### src/rtl/sfdr_pkg.sv
// ----------------------------------------------------------------------------
// sfdr_pkg
// Shared widths, codes and types of the screen frame delta recorder.
// ----------------------------------------------------------------------------
package sfdr_pkg;

  localparam int unsigned MAX_CELLS_DEF = 4096;

  localparam int unsigned CELL_W    = 32;
  localparam int unsigned IDX_W     = 12;
  localparam int unsigned REC_IDX_W = 13;
  localparam int unsigned FRAME_W   = 32;
  localparam int unsigned TIME_W    = 64;
  localparam int unsigned CFG_W     = 13;
  localparam int unsigned PADDR_W   = 3;
  localparam int unsigned PDATA_W   = 32;

  localparam logic [CFG_W-1:0]  CELLS_IN_USE_RST = 13'd1921;
  localparam logic [CELL_W-1:0] WORD_NEVER_SET   = 32'hFFFF_FFFF;

  // Register index, taken from paddr[2]
  localparam logic REG_CELLS_IN_USE = 1'b0;

  typedef enum logic {
    FUNC_CELL = 1'b0,
    FUNC_EOF  = 1'b1
  } func_e;

  typedef struct packed {
    logic              en;
    logic [IDX_W-1:0]  index;
    logic [CELL_W-1:0] data;
  } mem_wr_t;

endpackage

### src/rtl/sfdr_record_unit.sv
// ----------------------------------------------------------------------------
// sfdr_record_unit
// Compare stage and output register: checks each item against its previous
// word, writes changes back, keeps the time and frame state and issues
// change records.
// ----------------------------------------------------------------------------
module sfdr_record_unit (
  input  logic                               clk_i,
  input  logic                               rst_ni,
  input  logic                               load_i,
  input  sfdr_pkg::func_e                    func_i,
  input  logic [sfdr_pkg::IDX_W-1:0]         cell_index_i,
  input  logic [sfdr_pkg::CELL_W-1:0]        cell_value_i,
  input  logic [sfdr_pkg::CELL_W-1:0]        frame_delay_i,
  input  logic [sfdr_pkg::CELL_W-1:0]        prev_cell_i,
  input  logic [sfdr_pkg::CFG_W-1:0]         cells_in_use_i,
  output logic                               stage_ready_o,
  output sfdr_pkg::mem_wr_t                  wr_o,
  output logic                               out_valid_o,
  input  logic                               out_ready_i,
  output logic [sfdr_pkg::FRAME_W-1:0]       record_frame_o,
  output logic [sfdr_pkg::REC_IDX_W-1:0]     record_index_o,
  output logic [sfdr_pkg::CELL_W-1:0]        record_value_o,
  output logic                               record_last_o
);

  localparam int unsigned CW = sfdr_pkg::CELL_W;

  logic                              s1_valid_q;
  sfdr_pkg::func_e                   s1_func_q;
  logic [sfdr_pkg::IDX_W-1:0]        s1_index_q;
  logic [CW-1:0]                     s1_value_q;

  logic [sfdr_pkg::TIME_W-1:0]       elapsed_q;
  logic [CW-1:0]                     prev_hi_q;
  logic [CW-1:0]                     prev_lo_q;
  logic [sfdr_pkg::FRAME_W-1:0]      frame_q;

  logic                              out_valid_q;
  logic [sfdr_pkg::FRAME_W-1:0]      out_frame_q;
  logic [sfdr_pkg::REC_IDX_W-1:0]    out_index_q;
  logic [CW-1:0]                     out_value_q;
  logic                              out_last_q;

  logic                              out_free;
  logic                              cell_diff;
  logic                              hi_diff;
  logic                              lo_diff;
  logic [CW-1:0]                     time_hi;
  logic [CW-1:0]                     time_lo;
  logic                              retire;
  logic                              emit;
  logic                              hi_wr;
  logic                              lo_wr;
  logic [sfdr_pkg::REC_IDX_W-1:0]    rec_index;
  logic [CW-1:0]                     rec_value;
  logic                              rec_last;

  assign out_free  = !out_valid_q || out_ready_i;
  assign cell_diff = prev_cell_i != s1_value_q;
  assign time_hi   = elapsed_q[sfdr_pkg::TIME_W-1:CW];
  assign time_lo   = elapsed_q[CW-1:0];
  assign hi_diff   = prev_hi_q != time_hi;
  assign lo_diff   = prev_lo_q != time_lo;

  always_comb begin
    retire    = 1'b0;
    emit      = 1'b0;
    hi_wr     = 1'b0;
    lo_wr     = 1'b0;
    rec_index = '0;
    rec_value = '0;
    rec_last  = 1'b0;
    wr_o      = '0;
    if (s1_valid_q) begin
      unique case (s1_func_q)
        sfdr_pkg::FUNC_CELL: begin
          if (!cell_diff) begin
            retire = 1'b1;
          end else if (out_free) begin
            emit       = 1'b1;
            rec_index  = sfdr_pkg::REC_IDX_W'(s1_index_q);
            rec_value  = s1_value_q;
            rec_last   = 1'b1;
            wr_o.en    = 1'b1;
            wr_o.index = s1_index_q;
            wr_o.data  = s1_value_q;
            retire     = 1'b1;
          end
        end
        sfdr_pkg::FUNC_EOF: begin
          // High word first; once stored it no longer differs
          if (hi_diff) begin
            if (out_free) begin
              emit      = 1'b1;
              hi_wr     = 1'b1;
              rec_index = cells_in_use_i;
              rec_value = time_hi;
              rec_last  = !lo_diff;
              retire    = !lo_diff;
            end
          end else if (lo_diff) begin
            if (out_free) begin
              emit      = 1'b1;
              lo_wr     = 1'b1;
              rec_index = cells_in_use_i + 1'b1;
              rec_value = time_lo;
              rec_last  = 1'b1;
              retire    = 1'b1;
            end
          end else begin
            retire = 1'b1;
          end
        end
      endcase
    end
  end

  assign stage_ready_o = !s1_valid_q || retire;

  always_ff @(posedge clk_i or negedge rst_ni) begin
    if (!rst_ni) begin
      s1_valid_q  <= 1'b0;
      s1_func_q   <= sfdr_pkg::FUNC_CELL;
      elapsed_q   <= '0;
      prev_hi_q   <= sfdr_pkg::WORD_NEVER_SET;
      prev_lo_q   <= sfdr_pkg::WORD_NEVER_SET;
      frame_q     <= '0;
      out_valid_q <= 1'b0;
    end else begin
      if (load_i) begin
        s1_valid_q <= 1'b1;
        s1_func_q  <= func_i;
        if (func_i == sfdr_pkg::FUNC_EOF) begin
          elapsed_q <= elapsed_q + sfdr_pkg::TIME_W'(frame_delay_i);
        end
      end else if (retire) begin
        s1_valid_q <= 1'b0;
      end
      if (hi_wr) begin
        prev_hi_q <= time_hi;
      end
      if (lo_wr) begin
        prev_lo_q <= time_lo;
      end
      if (retire && (s1_func_q == sfdr_pkg::FUNC_EOF)) begin
        frame_q <= frame_q + 1'b1;
      end
      if (emit) begin
        out_valid_q <= 1'b1;
      end else if (out_ready_i) begin
        out_valid_q <= 1'b0;
      end
    end
  end

  always_ff @(posedge clk_i) begin
    if (load_i) begin
      s1_index_q <= cell_index_i;
      s1_value_q <= cell_value_i;
    end
    if (emit) begin
      out_frame_q <= frame_q;
      out_index_q <= rec_index;
      out_value_q <= rec_value;
      out_last_q  <= rec_last;
    end
  end

  assign out_valid_o    = out_valid_q;
  assign record_frame_o = out_frame_q;
  assign record_index_o = out_index_q;
  assign record_value_o = out_value_q;
  assign record_last_o  = out_last_q;

endmodule

### config.mk
export PLATFORM = sky130hd
export DESIGN_NAME = sfdr_record_unit
export DESIGN_NICKNAME = d
export VERILOG_FILES = /design/src/rtl/sfdr_pkg.sv /design/src/rtl/sfdr_record_unit.sv
export SDC_FILE = /design/constraint.sdc
export NUM_CORES = 1
export LEC_CHECK = 0
export ABC_CLOCK_PERIOD_IN_PS = 7390
export BUFFER_PORTS_ARGS = -buffer_cell sky130_fd_sc_hd__buf_2
export CAP_MARGIN = 20
export CORE_AREA = 2 2 149 180
export CTS_CLUSTER_SIZE = 16
export DETAILED_ROUTE_END_ITERATION = 7
export DIE_AREA = 0 0 151 182
export PLACE_DENSITY = 0.9
export SETUP_SLACK_MARGIN = 0.3
export SLEW_MARGIN = 20
export SYNTH_ARGS = -nofsm -noshare
export SYNTH_HDL_FRONTEND = slang
export SYNTH_SLANG_ARGS = --single-unit
### constraint.sdc
create_clock -name clk_i -period 7.39 [get_ports clk_i]
set_clock_uncertainty 0.1 [all_clocks]
set_input_delay 1.8475 -clock clk_i [delete_from_list [all_inputs] [get_ports clk_i]]
set_output_delay 1.8475 -clock clk_i [all_outputs]
set_load 0.01 [all_outputs]
Word-level counts from Yosys, hierarchy flattened. Cells that the tools add are included.

Add/subtract/negate cells: 3. Equal/unequal tests: 3. Muxes and demuxes: 42. Bitwise logic cells: 1. Reduce and logical (&&, ||, !) cells: 9.

Operator list (count): 2-to-1 mux 32 bit (6); 2-to-1 mux 45 bit (4); inequality test 32 bit (3); adder 64 x 32 -> 64 bit (1); case mux 32 bit (2 select lines) (1); 2-to-1 mux 13 bit (4); adder 32 x 1 -> 32 bit (second input constant) (1); case mux 13 bit (2 select lines) (1); 2-to-1 mux 12 bit (2); 2-to-1 mux 1 bit (21); adder 13 x 1 -> 13 bit (second input constant) (1); case mux 1 bit (2 select lines) (3); nonzero test 2 bit (2); zero test 1 bit (3); logical OR 1 bit (2); AND reduction 2 bit (1); logical AND 1 bit (1); NOT 1 bit (1).

Register bits after elaboration: 285. Input port bits: 126. Output and inout port bits: 125. Logic and storage cells: 71.

Depth between registers and ports, before layout.
Word-level depth: 9. Mapped depth: 10. Gate-level depth less buffers: 10.

Least setup slack after synthesis. Ideal clock, no wire load.

Kind: input -> register. From: input port prev_cell_i[20] in the netlist's numbering. To: register out_valid_q, in the netlist out_valid_o. Setup time: 88 ps. Arrival time: 6514 ps. Data required time: 7202 ps. Slack: 687 ps. Stages: 6. Path through: xor2_1 > nor4_1 > nand4_1 > o21ai_0 > a21oi_1 > or2_2.

Longest elaborated chain between the ends: 5.

RTL lines: start, declared (RTL line sfdr_record_unit.sv:15) `input logic [sfdr_pkg::CELL_W-1:0] prev_cell_i,`; inequality test 32 bit * (RTL line sfdr_record_unit.sv:60) `assign cell_diff = prev_cell_i != s1_value_q;`; 2-to-1 mux 1 bit * (RTL line sfdr_record_unit.sv:78) `if (!cell_diff) begin`; case mux 1 bit (2 select lines) * (RTL line sfdr_record_unit.sv:76) `unique case (s1_func_q)`; 2-to-1 mux 1 bit * (RTL line sfdr_record_unit.sv:75) `if (s1_valid_q) begin`; named net emit (RTL line sfdr_record_unit.sv:52) `logic emit;`; 2-to-1 mux 1 bit or nonzero test 2 bit (tied branches); end signal, assigned (RTL line sfdr_record_unit.sv:129) `out_valid_q <= 1'b0;`; end signal, assigned (RTL line sfdr_record_unit.sv:150) `out_valid_q <= 1'b1;`; end signal, assigned (RTL line sfdr_record_unit.sv:152) `out_valid_q <= 1'b0;`; end, declared (RTL line sfdr_record_unit.sv:39) `logic out_valid_q;`.

The timed path passes the listed nets; every way through them passes the cells marked *. A chain may end at the register's enable or synchronous reset.

==> flow_summary.toml <==
[outcome]
status = "completed"

[clocking]
hold_buffers = 0
clk_latency_ps = 570
ctsResizeCount = 0
clk_pin_slew_ps = 60
clkSinkCount = 285
htree_levels = 1
cts_tree = "yes"
post_cts_buffers = 0
root_buffer = "clkbuf_16"
cts.path.max_buffers = 3
tritoncts.num_buffers = 27

[routing]
wl_met1_um = 15700
finalWirelength_um = 42400
ant_nets = 0
wl_met2_um = 19900
viasPerCell = 5.93
firstDrtPassIters = 6
drt_iter0_drc = 1169
wl_per_cell_um = 21.6
drc = 0
vias = 11600
dr.max_layer_used = "met4"
met3_length_um = 4070

[sta]
timing.fmax_mhz = 156
setup-violations-final = 0
hold_viol = 0
rsz0062_at_grt = "false"
slew_violations = 0
worst_pin_slew_ps = 1130
finalWorstSetupSlack_ps = 990
finalCritPeriodShare_pct = 86.6
tns_ps = 0
relSlewSlack_pct = 24.4
fin_crit_ps = 6400

[power_and_ir_drop]
p_per_area_nw_per_um2 = 347
finalPower_uw = 5840
combPwrFrac_pct = 33.6
power_leakage_uw = 0.00775
swShare_pct = 37.1
clockPowerShare_pct = 24.7
p_seq_share_pct = 41.7
p_int_uw = 3680
vdd_drop_max_uv = 213
p_sw_uw = 2170

[global_routing]
antenna_found_initial = 2
grt-ovfl-total = 0
grt_first_pass_wirelength_um = 63700
grt_pass1_vias = 11400
grt_usage_pct = 30.7
grt_max_degree = 112

[final_layout]
num-nets-final = 1763
fin_area_um2 = 16900
fin_cells = 1961
syn_to_final_growth_pct = 17.1
regArea_um2 = 7820
multi_input_area_um2 = 6250
mostFrequentLayoutCells = "nand2_1 (285), buf_2 (249), xor2_1 (156), edfxtp_1 (122), dfrtp_1 (99)"
final_common_cell = "nand2_1"
filler_cell_count = 1928
drive_gt1_share_pct = 23.8

[logic_synthesis]
syn_inst = 1365
synth_edf_count = 122
async_flop_share_pct = 57.2
synth_area_um2 = 14400
synth_ff_type = "edfxtp_1"
ys_seq_area_share_pct = 54.3
avgSynthCellArea_um2 = 10.5
ys_ff_latch = 285
ys_warn_count = 0
ys_types = 59
synthesis.nets = 1526

[hold_path]
worstHoldStart = "frame_q[27]"
hold_path.class = "flop to flop"
hold_path_end = "record_frame_o[27]"
whs_path_depth = 0

[setup_path]
worstSetupPathType = "input port to output port"
reg2reg_to = "elapsed_q[34]"
crit_path_end_kind = "output port"
rrSetupSlack_ps = 3780
cp_max_fo = 24
worstReg2RegStart = "elapsed_q[0]"
rr_worst_depth = 10
crit_required_ps = 5440
arrival_ps = 4450
startpoint_type = "input port"

[floorplanning]
row_count = 65
pin_count = 251
dieArea_um2 = 27500
coreArea_um2 = 25900
fp.dieH_um = 182
fp.dieW_um = 151
start_util_pct = 55.7

[place]
pre_cts_slack_ps = 1060
portBuffers = 250
gp_congestion = 1.02
dpl-instance-area_um2 = 15900
dpl.cell_count = 1908
hpwl_um = 31800

[flow_run]
maxCapViolCount = 0
## sequential cells by signal, summed over array words and instances (netlist names)
signal / flops
elapsed_q: 64
frame_q: 32
prev_hi_q: 32
prev_lo_q: 32
record_frame_o: 32
record_value_o: 32
s1_value_q: 32
record_index_o: 13
s1_index_q: 12
out_valid_o: 1
record_last_o: 1
s1_func_q: 1
s1_valid_q: 1
## worst max path at each step
stage,start,end,slack [ps]
floorplan,prev_cell_i[20],out_valid_o,690
global placement,prev_cell_i[25],wr_o[41],1120
detailed placement,prev_cell_i[25],wr_o[41],1060
CTS,prev_cell_i[25],wr_o[41],1070
global route,prev_cell_i[25],wr_o[33],910
finish,prev_cell_i[25],wr_o[41],990
## synth_stat cells (all sizes together) (2+ instances only)
| master | instances | area [um^2] |
|---|---|---|
| a2111oi | 4 | 53.8 |
| a211o | 7 | 61.3 |
| a211oi | 12 | 100 |
| a21o | 32 | 240 |
| a21oi | 47 | 235 |
| a221o | 5 | 50.1 |
| a22oi | 2 | 15.0 |
| a31oi | 3 | 18.8 |
| and2 | 47 | 294 |
| and3 | 16 | 100 |
| and4 | 2 | 17.5 |
| buf | 29 | 160 |
| clkbuf | 26 | 100 |
| dfrtp | 99 | 2480 |
| dfstp | 64 | 1680 |
| edfxtp | 122 | 3660 |
| ha | 34 | 425 |
| inv | 22 | 82.6 |
| mux2 | 3 | 33.8 |
| nand2 | 285 | 1070 |
| nand2b | 5 | 31.3 |
| nand3 | 27 | 135 |
| nand3b | 31 | 233 |
| nand4 | 25 | 156 |
| nor2 | 41 | 154 |
| nor2b | 2 | 12.5 |
| nor3 | 24 | 131 |
| nor3b | 4 | 30.0 |
| nor4 | 39 | 250 |
| nor4b | 3 | 26.3 |
| o2111ai | 2 | 17.5 |
| o211ai | 13 | 97.6 |
| o21a | 3 | 22.5 |
| o21ai | 67 | 335 |
| o21bai | 6 | 45.0 |
| o31ai | 2 | 20.0 |
| or2 | 6 | 40.0 |
| or3 | 6 | 37.5 |
| or4 | 2 | 15.0 |
| xnor2 | 33 | 289 |
| xor2 | 156 | 1370 |
## through the flow
stage	util [%]	hold WS, ps
6_report	65.2	357
4_1_cts	65.1	358
2_1_floorplan	-	325
3_5_place_dp	61.6	343
5_1_grt	65.2	362
3_3_place_gp	61.6	333
## routing by layer
metal | up-vias | track usage [%]
li1 | 5280 | -
met1 | 5513 | 38.5
met2 | 674 | 49.2
met3 | 155 | 6.58
met4 | 0 | 17.2
met5 | - | 0.556
## power by group through the flow
stage / logic (uW) / registers (uW) / clock network (uW)
after floorplan: 1370 / 2360 / 0
after global placement: 1880 / 2430 / 0
after detailed placement: 1930 / 2450 / 0
after CTS: 1940 / 2420 / 1460
after global routing: 2160 / 2470 / 1520
final: 1960 / 2430 / 1450
## critical path, cell delays in order
cell and delay [ps]:
buf_2 110, xor2_1 360, nor4_1 150, nand4_1 110
o21ai_0 80, buf_4 160, nor2_2 870, buf_4 400
and2_1 210, buf_2 150
## cells by family (layout without fill, tap and decap cells)
| group | Yosys count | after routing | synth area share, % |
|---|---|---|---|
| xor+xnor | 189 | 189 | 11.5 |
| simple gates | 565 | 565 | 19.0 |
| flops | 285 | 285 | 54.3 |
| mux | 3 | 3 | 0.235 |
| other cells | 0 | 3 | 0 |
| buf+inv | 77 | 335 | 2.38 |
| fa+ha+maj | 35 | 35 | 3.09 |
| compound gates | 211 | 211 | 9.47 |
## final cells by class
type	count	area share (%)
Sequential cell	285	46.4
Multi-Input combinational cell	1003	37.1
Timing Repair Buffer	263	8.05
Clock buffer	34	4.22
Tap cell	335	2.49
Clock inverter	16	1.19
Inverter	22	0.490
Antenna cell	3	0.0445
(Power assumes the default switching activity.)
