File: src/rtl/sfdr_pkg.sv
// ----------------------------------------------------------------------------
// sfdr_pkg
// Shared widths, codes and types of the screen frame delta recorder.
// ----------------------------------------------------------------------------
package sfdr_pkg;

  localparam int unsigned MAX_CELLS_DEF = 4096;

  localparam int unsigned CELL_W    = 32;
  localparam int unsigned IDX_W     = 12;
  localparam int unsigned REC_IDX_W = 13;
  localparam int unsigned FRAME_W   = 32;
  localparam int unsigned TIME_W    = 64;
  localparam int unsigned CFG_W     = 13;
  localparam int unsigned PADDR_W   = 3;
  localparam int unsigned PDATA_W   = 32;

  localparam logic [CFG_W-1:0]  CELLS_IN_USE_RST = 13'd1921;
  localparam logic [CELL_W-1:0] WORD_NEVER_SET   = 32'hFFFF_FFFF;

  // Register index, taken from paddr[2]
  localparam logic REG_CELLS_IN_USE = 1'b0;

  typedef enum logic {
    FUNC_CELL = 1'b0,
    FUNC_EOF  = 1'b1
  } func_e;

  typedef struct packed {
    logic              en;
    logic [IDX_W-1:0]  index;
    logic [CELL_W-1:0] data;
  } mem_wr_t;

endpackage

File: src/rtl/sfdr_cfg_regs.sv
// ----------------------------------------------------------------------------
// sfdr_cfg_regs
// APB-style register port holding the cells_in_use register.
// ----------------------------------------------------------------------------
module sfdr_cfg_regs (
  input  logic                            clk_i,
  input  logic                            rst_ni,
  input  logic                            psel,
  input  logic                            penable,
  input  logic                            pwrite,
  input  logic [sfdr_pkg::PADDR_W-1:0]    paddr,
  input  logic [sfdr_pkg::PDATA_W-1:0]    pwdata,
  output logic [sfdr_pkg::PDATA_W-1:0]    prdata,
  output logic                            pready,
  output logic [sfdr_pkg::CFG_W-1:0]      cells_in_use_o
);

  logic [sfdr_pkg::CFG_W-1:0] cells_q;
  logic                       wr_en;

  assign pready = 1'b1;
  assign wr_en  = psel && penable && pwrite && (paddr[2] == sfdr_pkg::REG_CELLS_IN_USE);

  always_ff @(posedge clk_i or negedge rst_ni) begin
    if (!rst_ni) begin
      cells_q <= sfdr_pkg::CELLS_IN_USE_RST;
    end else if (wr_en) begin
      cells_q <= pwdata[sfdr_pkg::CFG_W-1:0];
    end
  end

  always_comb begin
    unique case (paddr[2])
      sfdr_pkg::REG_CELLS_IN_USE: prdata = sfdr_pkg::PDATA_W'(cells_q);
      default:                    prdata = '0;
    endcase
  end

  assign cells_in_use_o = cells_q;

endmodule

File: config.mk
export PLATFORM = sky130hd
export DESIGN_NAME = sfdr_cfg_regs
export DESIGN_NICKNAME = d
export VERILOG_FILES = /design/src/rtl/sfdr_pkg.sv /design/src/rtl/sfdr_cfg_regs.sv
export SDC_FILE = /design/constraint.sdc
export NUM_CORES = 1
export LEC_CHECK = 0
export BUFFER_PORTS_ARGS = -buffer_cell sky130_fd_sc_hd__buf_4
export CAP_MARGIN = 30
export CORE_MARGIN = 4
export CORE_UTILIZATION = 31
export DETAILED_ROUTE_END_ITERATION = 6
export PLACE_DENSITY = 0.73
export SLEW_MARGIN = 20
export SYNTH_ARGS = -nofsm -noshare
export SYNTH_HDL_FRONTEND = slang
export SYNTH_SLANG_ARGS = --single-unit
File: constraint.sdc
create_clock -name clk_i -period 1.2 [get_ports clk_i]
set_clock_uncertainty 0.1 [all_clocks]
set_input_delay 0.36 -clock clk_i [delete_from_list [all_inputs] [get_ports clk_i]]
set_output_delay 0.36 -clock clk_i [all_outputs]
set_load 0.005 [all_outputs]
Word level (Yosys, flattened, before mapping)
Index checks and enable logic that the tools add are counted. Widths: inputs -> output; s select.

Multiplexer cells: 1. Bitwise logic cells: 1. Reduce and logical (&&, ||, !) cells: 3.

Operators by type and width (count): $mux 13 (1); $logic_and 1x1->1 (3); $not 1->1 (1).

Register bits: 13. Input bits: 40. Output and inout bits: 46. Logic and storage cells: 6.

Longest topological paths before layout
Gate-level depths: netlist of run 1.

Word-level depth: 3. Depth in mapped cells: 3. Gate-level depth less buffers: 2.

Least setup slack after synthesis of run 1
OpenSTA, ideal clock, no wires.

Kind: input -> register. From: in paddr[2] (netlist name). To: reg cells_q, in the netlist cells_in_use_o[11]. Setup time: 0.125 ns. Data arrival time: 0.993 ns. Data required time: 0.975 ns. Slack: -0.018 ns. Stages: 3. Buffers on the path: 1. Cell sequence: nand4b_4 > buf_6 > mux2_4.

Cells in the longest elaborated chain, start to end: 2.

RTL lines: start, declared (RTL line sfdr_cfg_regs.sv:11) `input logic [sfdr_pkg::PADDR_W-1:0] paddr,`; $not 1->1; $logic_and 1x1->1 (RTL line sfdr_cfg_regs.sv:22) `assign wr_en = psel && penable && pwrite && (paddr[2] == sfdr_pkg::REG_CELLS_IN_USE);`; end signal, assigned (RTL line sfdr_cfg_regs.sv:26) `cells_q <= sfdr_pkg::CELLS_IN_USE_RST;`; end signal, assigned (RTL line sfdr_cfg_regs.sv:28) `cells_q <= pwdata[sfdr_pkg::CFG_W-1:0];`; end, declared (RTL line sfdr_cfg_regs.sv:18) `logic [sfdr_pkg::CFG_W-1:0] cells_q;`.

Every way passes these cells. A chain may end at the register's enable or synchronous reset.

Worst setup path after layout of run 1
From: reg cells_q, in the netlist cells_in_use_o[8]. To: out prdata[8] (netlist name).

Cells in the longest elaborated chain, start to end: 1.

RTL lines: $mux 13 (RTL line sfdr_cfg_regs.sv:33) `unique case (paddr[2])`; end, declared (RTL line sfdr_cfg_regs.sv:13) `output logic [sfdr_pkg::PDATA_W-1:0] prdata,`.

Every way passes these cells.

==> metrics.cfg, run 1 <==
[grt]
grt_overflow=0
grt_pass1_vias=647
antenna_found_initial=0
grt_max_degree=14
grt_usage_pct=10.99
grt_pass1_wl_um=2856

[die]
start_util_pct=32.47
core_area_sq_mm=0.002455
rows=18
ios=86
die_w_um=58.71
dieHeight_um=58.71
die-area_sq_mm=0.003446

[sta]
fin_ws_ns=-0.2917
drv_slew=0
finalHoldViolCount=0
setup_viol_count_final=26
hold_ws_ns=0.2150
fin_crit_ns=1.492
fmax_mhz=670.4
period_share_pct=124.3
rsz0062_at_grt=yes

[run]
drv_cap=0

[yosys]
muxShareOfSynthArea_pct=23.08
syn-instance-count=64
netlist.area_leader.share_pct=25.12
synth.distinct_cells=11
ys_seq_elements=13
synth-compound-area-share_pct=0
yosys.area_share.xor_xnor_pct=0
syn_area_sq_um=797.0
synth_top_family_by_area=multiplexers
synth.avg_cell_area_sq_um=12.45
synth_largest_area_cell=dfrtp_1
synthAdderAreaFrac_pct=0
yosysSeqAreaShare_pct=41.60
yosys-top-cells-area=dfrtp_1 (25%), buf_4 (19%), mux2_4 (19%), dfstp_2 (16%), nor2b_1 (7.8%)
synth_warnings=0
synth-simple-area-share_pct=13.66

[run_status]
status=finished with violations
violations=setup timing

[drt]
highest_layer=met3
route.met3.wl_um=258
wl_met1_um=705
routedWlPerCell_um=12.46
drt_pre_antenna_iters=2
routed_via_density=4.019
vias=623
drc=0
totalWireLength_um=1931
first_iter_violations=5
met2WireLength_um=967
ant_nets=0

[clock_network]
clk_latency_ns=0.27
cts_buffers=3
cts_tree=done
clock_sinks=13
root_buffer=clkbuf_4
cts_max_path_buffers=2
clk_pin_slew_worst_paths_ns=0.08
htree_levels=1

[power]
peakVddDrop_mv=0.8526
cellPowerDensity_mw_per_mm2=1264
leakagePower_nw=0.7679
power_w=0.001788

[critical_path]
worstSetupPathType=reg2out
crit_start=cells_in_use_o[8]$_DFFE_PN1P_
r2r_slack_ns=0.11
cp.arrival_ns=1.03
cp.required_ns=0.74
critPathMaxFanout=2
critPathCapture=prdata[8]
critPathLaunchType=flip-flop
reg2reg_depth=3
timing.rr.start=cells_in_use_o[11]$_DFFE_PN0P_
reg2reg_to=cells_in_use_o[11]$_DFFE_PN0P_
critPathCaptureType=output pin

[final_layout]
area_growth_pct=77.39
largest_reg_flops=13
final_layout_size_suffix_gt1_share_pct=72.80
layout_common_cells=buf_4 (32), buf_6 (26), conb_1 (20)
antennaDiodeCount=0
layout.cells.most_common=buf_4
nets=166
fin_cells=155
finalInstanceArea_sq_mm=0.001414

[placed_design]
placed_cells=140
place_congestion=0.6053
hpwl_um=1374
numPortBuffers=44
dpl_cell_area_sq_mm=0.001137

[hold_path]
hp-class=in2reg
holdPathStages=2

==> repair_timing <==
| action | CTS | global route |
|---|---|---|
| endpoints found under the setup margin | 26 | 26 |
| endpoints found under the hold margin | 8 | 0 |
| gates resized for setup | 11 | 31 |
| buffers inserted | 1 | 9 |
| hold buffers | 1 | 0 |
==> metal layers <==
| metal | track usage [%] | vias to the layer above |
|---|---|---|
| met3 | 4.605 | 0 |
| met5 | 0 | - |
| li1 | - | 286 |
| met4 | 3.883 | 0 |
| met2 | 18.34 | 44 |
| met1 | 12.62 | 293 |
==> kinds of logic (layout without fill, tap and decap cells) <==
logic type / Yosys count / after routing
muxes: 13 / 13
and+or+nand+nor: 14 / 14
DFF: 13 / 13
other: 2 / 20
buffers and inverters: 22 / 65
==> metrics by stage <==
| step | utilization, % | setup slack, ns | TNS [ns] |
|---|---|---|---|
| after floorplan | - | -0.01797 | -0.1258 |
| after global placement | 46.33 | -0.1875 | -3.444 |
| after detailed placement | 46.33 | -0.2011 | -3.700 |
| after CTS | 49.80 | -0.3332 | -5.351 |
| after global routing | 57.59 | -0.3510 | -6.706 |
| final | 57.59 | -0.2917 | -5.260 |
==> where the power goes <==
part / switching (W) / total (W) / internal (W)
clock network: 0.000134 / 0.000263 / 0.000129
registers: 0.0000732 / 0.000635 / 0.000562
logic: 0.000243 / 0.000890 / 0.000647
==> area by class of cell <==
type                    instances  area, sq um
clock buffers                   4        26.28
flip-flops and latches         13        331.6
well taps                      30        37.54
multi-input cells              47        435.4
fillers                       205         1041
repair buffers                 61        583.1
==> critical path, stage by stage, from the launching register on <==
cell and delay [ns]:
dfstp_2 0.53, nor2b_4 0.12, buf_4 0.11
==> worst min path at each step <==
stage	start	end	slack, ns
3_5_place_dp	rst_ni	cells_in_use_o[2]$_DFFE_PN0P_	0.12
2_1_floorplan	rst_ni	cells_in_use_o[11]$_DFFE_PN0P_	-0.04
5_1_grt	pwdata[0]	cells_in_use_o[0]$_DFFE_PN1P_	0.19
4_1_cts	pwdata[3]	cells_in_use_o[3]$_DFFE_PN0P_	0.20
3_3_place_gp	rst_ni	cells_in_use_o[6]$_DFFE_PN0P_	0.11
6_report	pwdata[9]	cells_in_use_o[9]$_DFFE_PN1P_	0.21
==> Yosys cell counts <==
cell      count
mux2_4       10
mux2_2        3
conb_1        2
nand4b_4      1
nor2b_1      10
dfstp_2       5
buf_4        20
clkbuf_1      1
and2b_1       3
buf_6         1
dfrtp_1       8
No activity file was read; power rests on OpenSTA's default activity.
==> run 2, diff against run 1 <==
Settings changed: CELL_PAD_IN_SITES_DETAIL_PLACEMENT set to 0, CELL_PAD_IN_SITES_GLOBAL_PLACEMENT set to 2, CORE_UTILIZATION 31 to 17, PLACE_DENSITY 0.73 to 0.77.
==> metrics.cfg, run 2 (synthesis gave the netlist of run 1 again) <==
[run_status]
violations=setup timing
status=finished with violations

[drt]
routed_via_density=3.489
drc=0
totalWireLength_um=2305
met2WireLength_um=1348
drt_pre_antenna_iters=2
route.met3.wl_um=206
routedWlPerCell_um=12.53
first_iter_violations=10
highest_layer=met3
wl_met1_um=751
vias=642
ant_nets=0

[power]
switching_share_pct=24.86
switching_power_w=0.0004847
intPower_w=0.001465
power_w=0.001950
cellPowerDensity_mw_per_mm2=1325
peakVddDrop_mv=0.5464
p_seq_share_pct=32.9
p_clk_share_pct=20.3
pwr-share-comb_pct=46.8
leakagePower_nw=0.7874

[grt]
grt_usage_pct=7.669
antenna_found_initial=0
grt_max_degree=14
grt_pass1_wl_um=3512
grt_overflow=0
grt_pass1_vias=700

[critical_path]
critPathMaxFanout=2
worstSetupPathType=reg2out
reg2reg_depth=3
r2r_slack_ns=0.09
cp.arrival_ns=1.00
critPathLaunchType=flip-flop
critPathCaptureType=output pin
cp.required_ns=0.74

[placed_design]
numPortBuffers=44
hpwl_um=1760
dpl_cell_area_sq_mm=0.001170
place_congestion=0.6517

[clock_network]
clock_sinks=13
cts_tree=done
cts_buffers=3
clk_latency_ns=0.24
cts_max_path_buffers=2
root_buffer=clkbuf_8
htree_levels=1
clk_pin_slew_worst_paths_ns=0.06

[sta]
period_share_pct=121.8
setup-tns-final_ns=-4.625
finalHoldViolCount=0
rsz0062_at_grt=yes
drv_slew=0
fin_ws_ns=-0.2612
fin_crit_ns=1.461
setup_viol_count_final=26
fmax_mhz=684.4

[die]
rows=24
die_w_um=76.47
ios=86
die-area_sq_mm=0.005848
start_util_pct=17.93
dieHeight_um=76.47
core_area_sq_mm=0.004444

[final_layout]
largest_reg_flops=13
area_growth_pct=84.62
layout.cells.most_common=buf_4
antennaDiodeCount=0
finalInstanceArea_sq_mm=0.001471
final_layout_size_suffix_gt1_share_pct=72.73
nets=173
layout_common_cells=buf_4 (41), buf_6 (25), conb_1 (20)
fillers=471

[hold_path]
hp-class=in2reg
holdPathStages=2

[run]
drv_cap=0

[run 2: changes by cell type in the layout (fill, tap and decap cells not counted)]
cell,delta
buf_8,+1
nor2b_4,-3
nor2b_1,+2
clkbuf_8,+3
buf_6,-1
nor2b_2,+1
clkbuf_4,-3
buf_4,+9
buf_12,-2
[run 2: timing repair]
item / CTS / global route
gates resized for setup: 18 / 21
setup buffers: 5 / 8
endpoints found under the setup margin: 26 / 26
cloned: 0 / 0
hold buffers: 1 / 0
endpoints found under the hold margin: 8 / 0
[run 2: metal layers]
metal / global-route usage (%) / vias up
met5: 0 / -
met4: 1.630 / 0
met3: 3.428 / 0
met2: 15.20 / 40
met1: 7.092 / 301
li1: - / 301
[run 2: area by class of cell]
| cell class | count | area [sq um] | area share, % |
|---|---|---|---|
| clock buffers | 4 | 45.04 | 3.061 |
| multi-input cells | 47 | 415.4 | 28.23 |
| flip-flops and latches | 13 | 331.6 | 22.53 |
| well taps | 52 | 65.06 | 4.422 |
| repair buffers | 68 | 614.3 | 41.75 |
[run 2: power groups by stage]
stage                     Combinational (W)  Clock, W  Sequential, W
final                              0.000912  0.000396       0.000641
after global routing               0.000985  0.000445       0.000654
after CTS                          0.000747  0.000418       0.000636
after detailed placement           0.000618         0       0.000630
after global placement             0.000608         0       0.000627
after floorplan                    0.000262         0       0.000639
[run 2: critical path: stages, from the launching register on]
cell and delay (ns):
dfstp_2 0.54, and2b_1 0.12, buf_4 0.10
[run 2: path summary, 6_finish.rpt]
check / startpoint / endpoint
worst min-delay path: pwdata[1] / cells_in_use_o[1]$_DFFE_PN0P_
min in group asynchronous: rst_ni / cells_in_use_o[12]$_DFFE_PN0P_
worst min register to register: cells_in_use_o[3]$_DFFE_PN0P_ / cells_in_use_o[3]$_DFFE_PN0P_
worst max-delay path: cells_in_use_o[10]$_DFFE_PN1P_ / prdata[10]
max in group asynchronous: rst_ni / cells_in_use_o[0]$_DFFE_PN1P_
worst max register to register: cells_in_use_o[11]$_DFFE_PN0P_ / cells_in_use_o[11]$_DFFE_PN0P_
[run 2: stage by stage]
stage          std cells  utilization (%)  hold slack, ns  setup WS (ns)
2_1_floorplan         82                -        -0.03559       -0.01797
3_3_place_gp         166            26.32          0.1157        -0.1937
3_5_place_dp         166            26.32          0.1230        -0.1953
4_1_cts              176            30.01          0.2386        -0.2759
5_1_grt              184            33.11          0.2371        -0.3105
6_report             184            33.11          0.2458        -0.2612
==> run 3, diff against run 2 <==
Settings changed: MAX_ROUTING_LAYER set to met4.
==> metrics.cfg, run 3 (synthesis gave the netlist of run 1 again) <==
[grt]
grt_pass1_vias=698
grt_overflow=0
grt_max_degree=14
antenna_found_initial=0
grt_usage_pct=7.884
grt_pass1_wl_um=3505

[drt]
drt_pre_antenna_iters=2
routedWlPerCell_um=12.53
routed_via_density=3.489
drc=0
vias=642
totalWireLength_um=2305
ant_nets=0
first_iter_violations=10

[power]
peakVddDrop_mv=0.5463
switching_share_pct=24.85
leakagePower_nw=0.7874
p_seq_share_pct=32.9
p_clk_share_pct=20.3
pwr-share-comb_pct=46.8
intPower_w=0.001465
power_w=0.001950
cellPowerDensity_mw_per_mm2=1325
switching_power_w=0.0004846

[sta]
fin_crit_ns=1.461
drv_slew=0
finalHoldViolCount=0
fmax_mhz=684.4
rsz0062_at_grt=yes
period_share_pct=121.8
setup-tns-final_ns=-4.624
fin_ws_ns=-0.2612
hold_ws_ns=0.2458
setup_viol_count_final=26

[critical_path]
critPathMaxFanout=2
critPathCaptureType=output pin
crit_family=flip-flops
slowest_delay_ns=0.54
cp.required_ns=0.74
crit_buf_inv=1
reg2reg_depth=3
cp.arrival_ns=1.00
critical_path.cell_chain=and2b_1 > buf_4
crit_cells=2
critPathLaunchType=flip-flop
slowest_stage=dfstp_2
worstSetupPathType=reg2out

[clock_network]
clock_sinks=13
htree_levels=1
cts_tree=done
clk_latency_ns=0.24
cts_buffers=3
root_buffer=clkbuf_8
cts_max_path_buffers=2
clk_pin_slew_worst_paths_ns=0.06

[final_layout]
largest_reg_flops=13
finalInstanceArea_sq_mm=0.001471
final_layout_size_suffix_gt1_share_pct=72.73
fillers=471
nets=173
layout.cells.most_common=buf_4
antennaDiodeCount=0
area_growth_pct=84.62
layout_common_cells=buf_4 (41), buf_6 (25), conb_1 (20)

[run_status]
status=finished with violations
violations=setup timing

[die]
start_util_pct=17.93
core_area_sq_mm=0.004444
die_w_um=76.47
dieHeight_um=76.47
ios=86
die-area_sq_mm=0.005848
rows=24

[hold_path]
holdPathStages=2
hp-class=in2reg

[placed_design]
hpwl_um=1760
numPortBuffers=44
place_congestion=0.6576
dpl_cell_area_sq_mm=0.001170

[run]
drv_cap=0

==> run 3: cell counts in the layout (fill, tap and decap cells not counted) <==
No cell type changed its count.
==> run 3: worst paths after layout <==
kind / startpoint / endpoint / slack [ns]
worst min-delay path: pwdata[1] / cells_in_use_o[1]$_DFFE_PN0P_ / 0.25
worst max-delay path: cells_in_use_o[10]$_DFFE_PN1P_ / prdata[10] / -0.26
worst min register to register: cells_in_use_o[3]$_DFFE_PN0P_ / cells_in_use_o[3]$_DFFE_PN0P_ / 0.46
max in group asynchronous: rst_ni / cells_in_use_o[0]$_DFFE_PN1P_ / 0.36
min in group asynchronous: rst_ni / cells_in_use_o[12]$_DFFE_PN0P_ / 0.40
worst max register to register: cells_in_use_o[11]$_DFFE_PN0P_ / cells_in_use_o[11]$_DFFE_PN0P_ / 0.09
==> run 3: worst reg2reg max path, stage by stage, from the launching register on <==
cell and delay, ns:
dfrtp_1 0.40, buf_4 0.14, buf_4 0.12, mux2_4 0.24
==> run 3: final cells by class <==
type | count | area, sq um | area share, %
well taps | 52 | 65.06 | 4.422
multi-input cells | 47 | 415.4 | 28.23
flip-flops and latches | 13 | 331.6 | 22.53
clock buffers | 4 | 45.04 | 3.061
repair buffers | 68 | 614.3 | 41.75
==> run 3: power by group through the flow <==
stage	clock (W)	sequential, W	combinational [W]
3_3_place_gp	0	0.000627	0.000608
5_1_grt	0.000445	0.000654	0.000985
6_report	0.000396	0.000641	0.000912
2_1_floorplan	0	0.000639	0.000262
4_1_cts	0.000418	0.000636	0.000747
3_5_place_dp	0	0.000630	0.000618
==> run 3: timing repair <==
action / in CTS / in global routing
buffers inserted: 5 / 8
endpoints found under the hold margin: 8 / 0
setup endpoints to repair: 26 / 26
resized for setup: 18 / 21
hold buffers: 1 / 0
==> run 3: through the flow <==
| step | worst slack (ns) | std cells | utilization, % |
|---|---|---|---|
| after floorplan | -0.01797 | 82 | - |
| after global placement | -0.1937 | 166 | 26.32 |
| after detailed placement | -0.1953 | 166 | 26.32 |
| after CTS | -0.2759 | 176 | 30.01 |
| after global routing | -0.3105 | 184 | 33.11 |
| final | -0.2612 | 184 | 33.11 |
==> run 3: layer usage <==
metal	up-vias	part of all wire, %	GRT usage, %
met5	-	0	-
met2	40	58	15.20
met4	0	0	1.630
met3	0	9.3	3.428
met1	301	32	7.092
li1	301	-	-
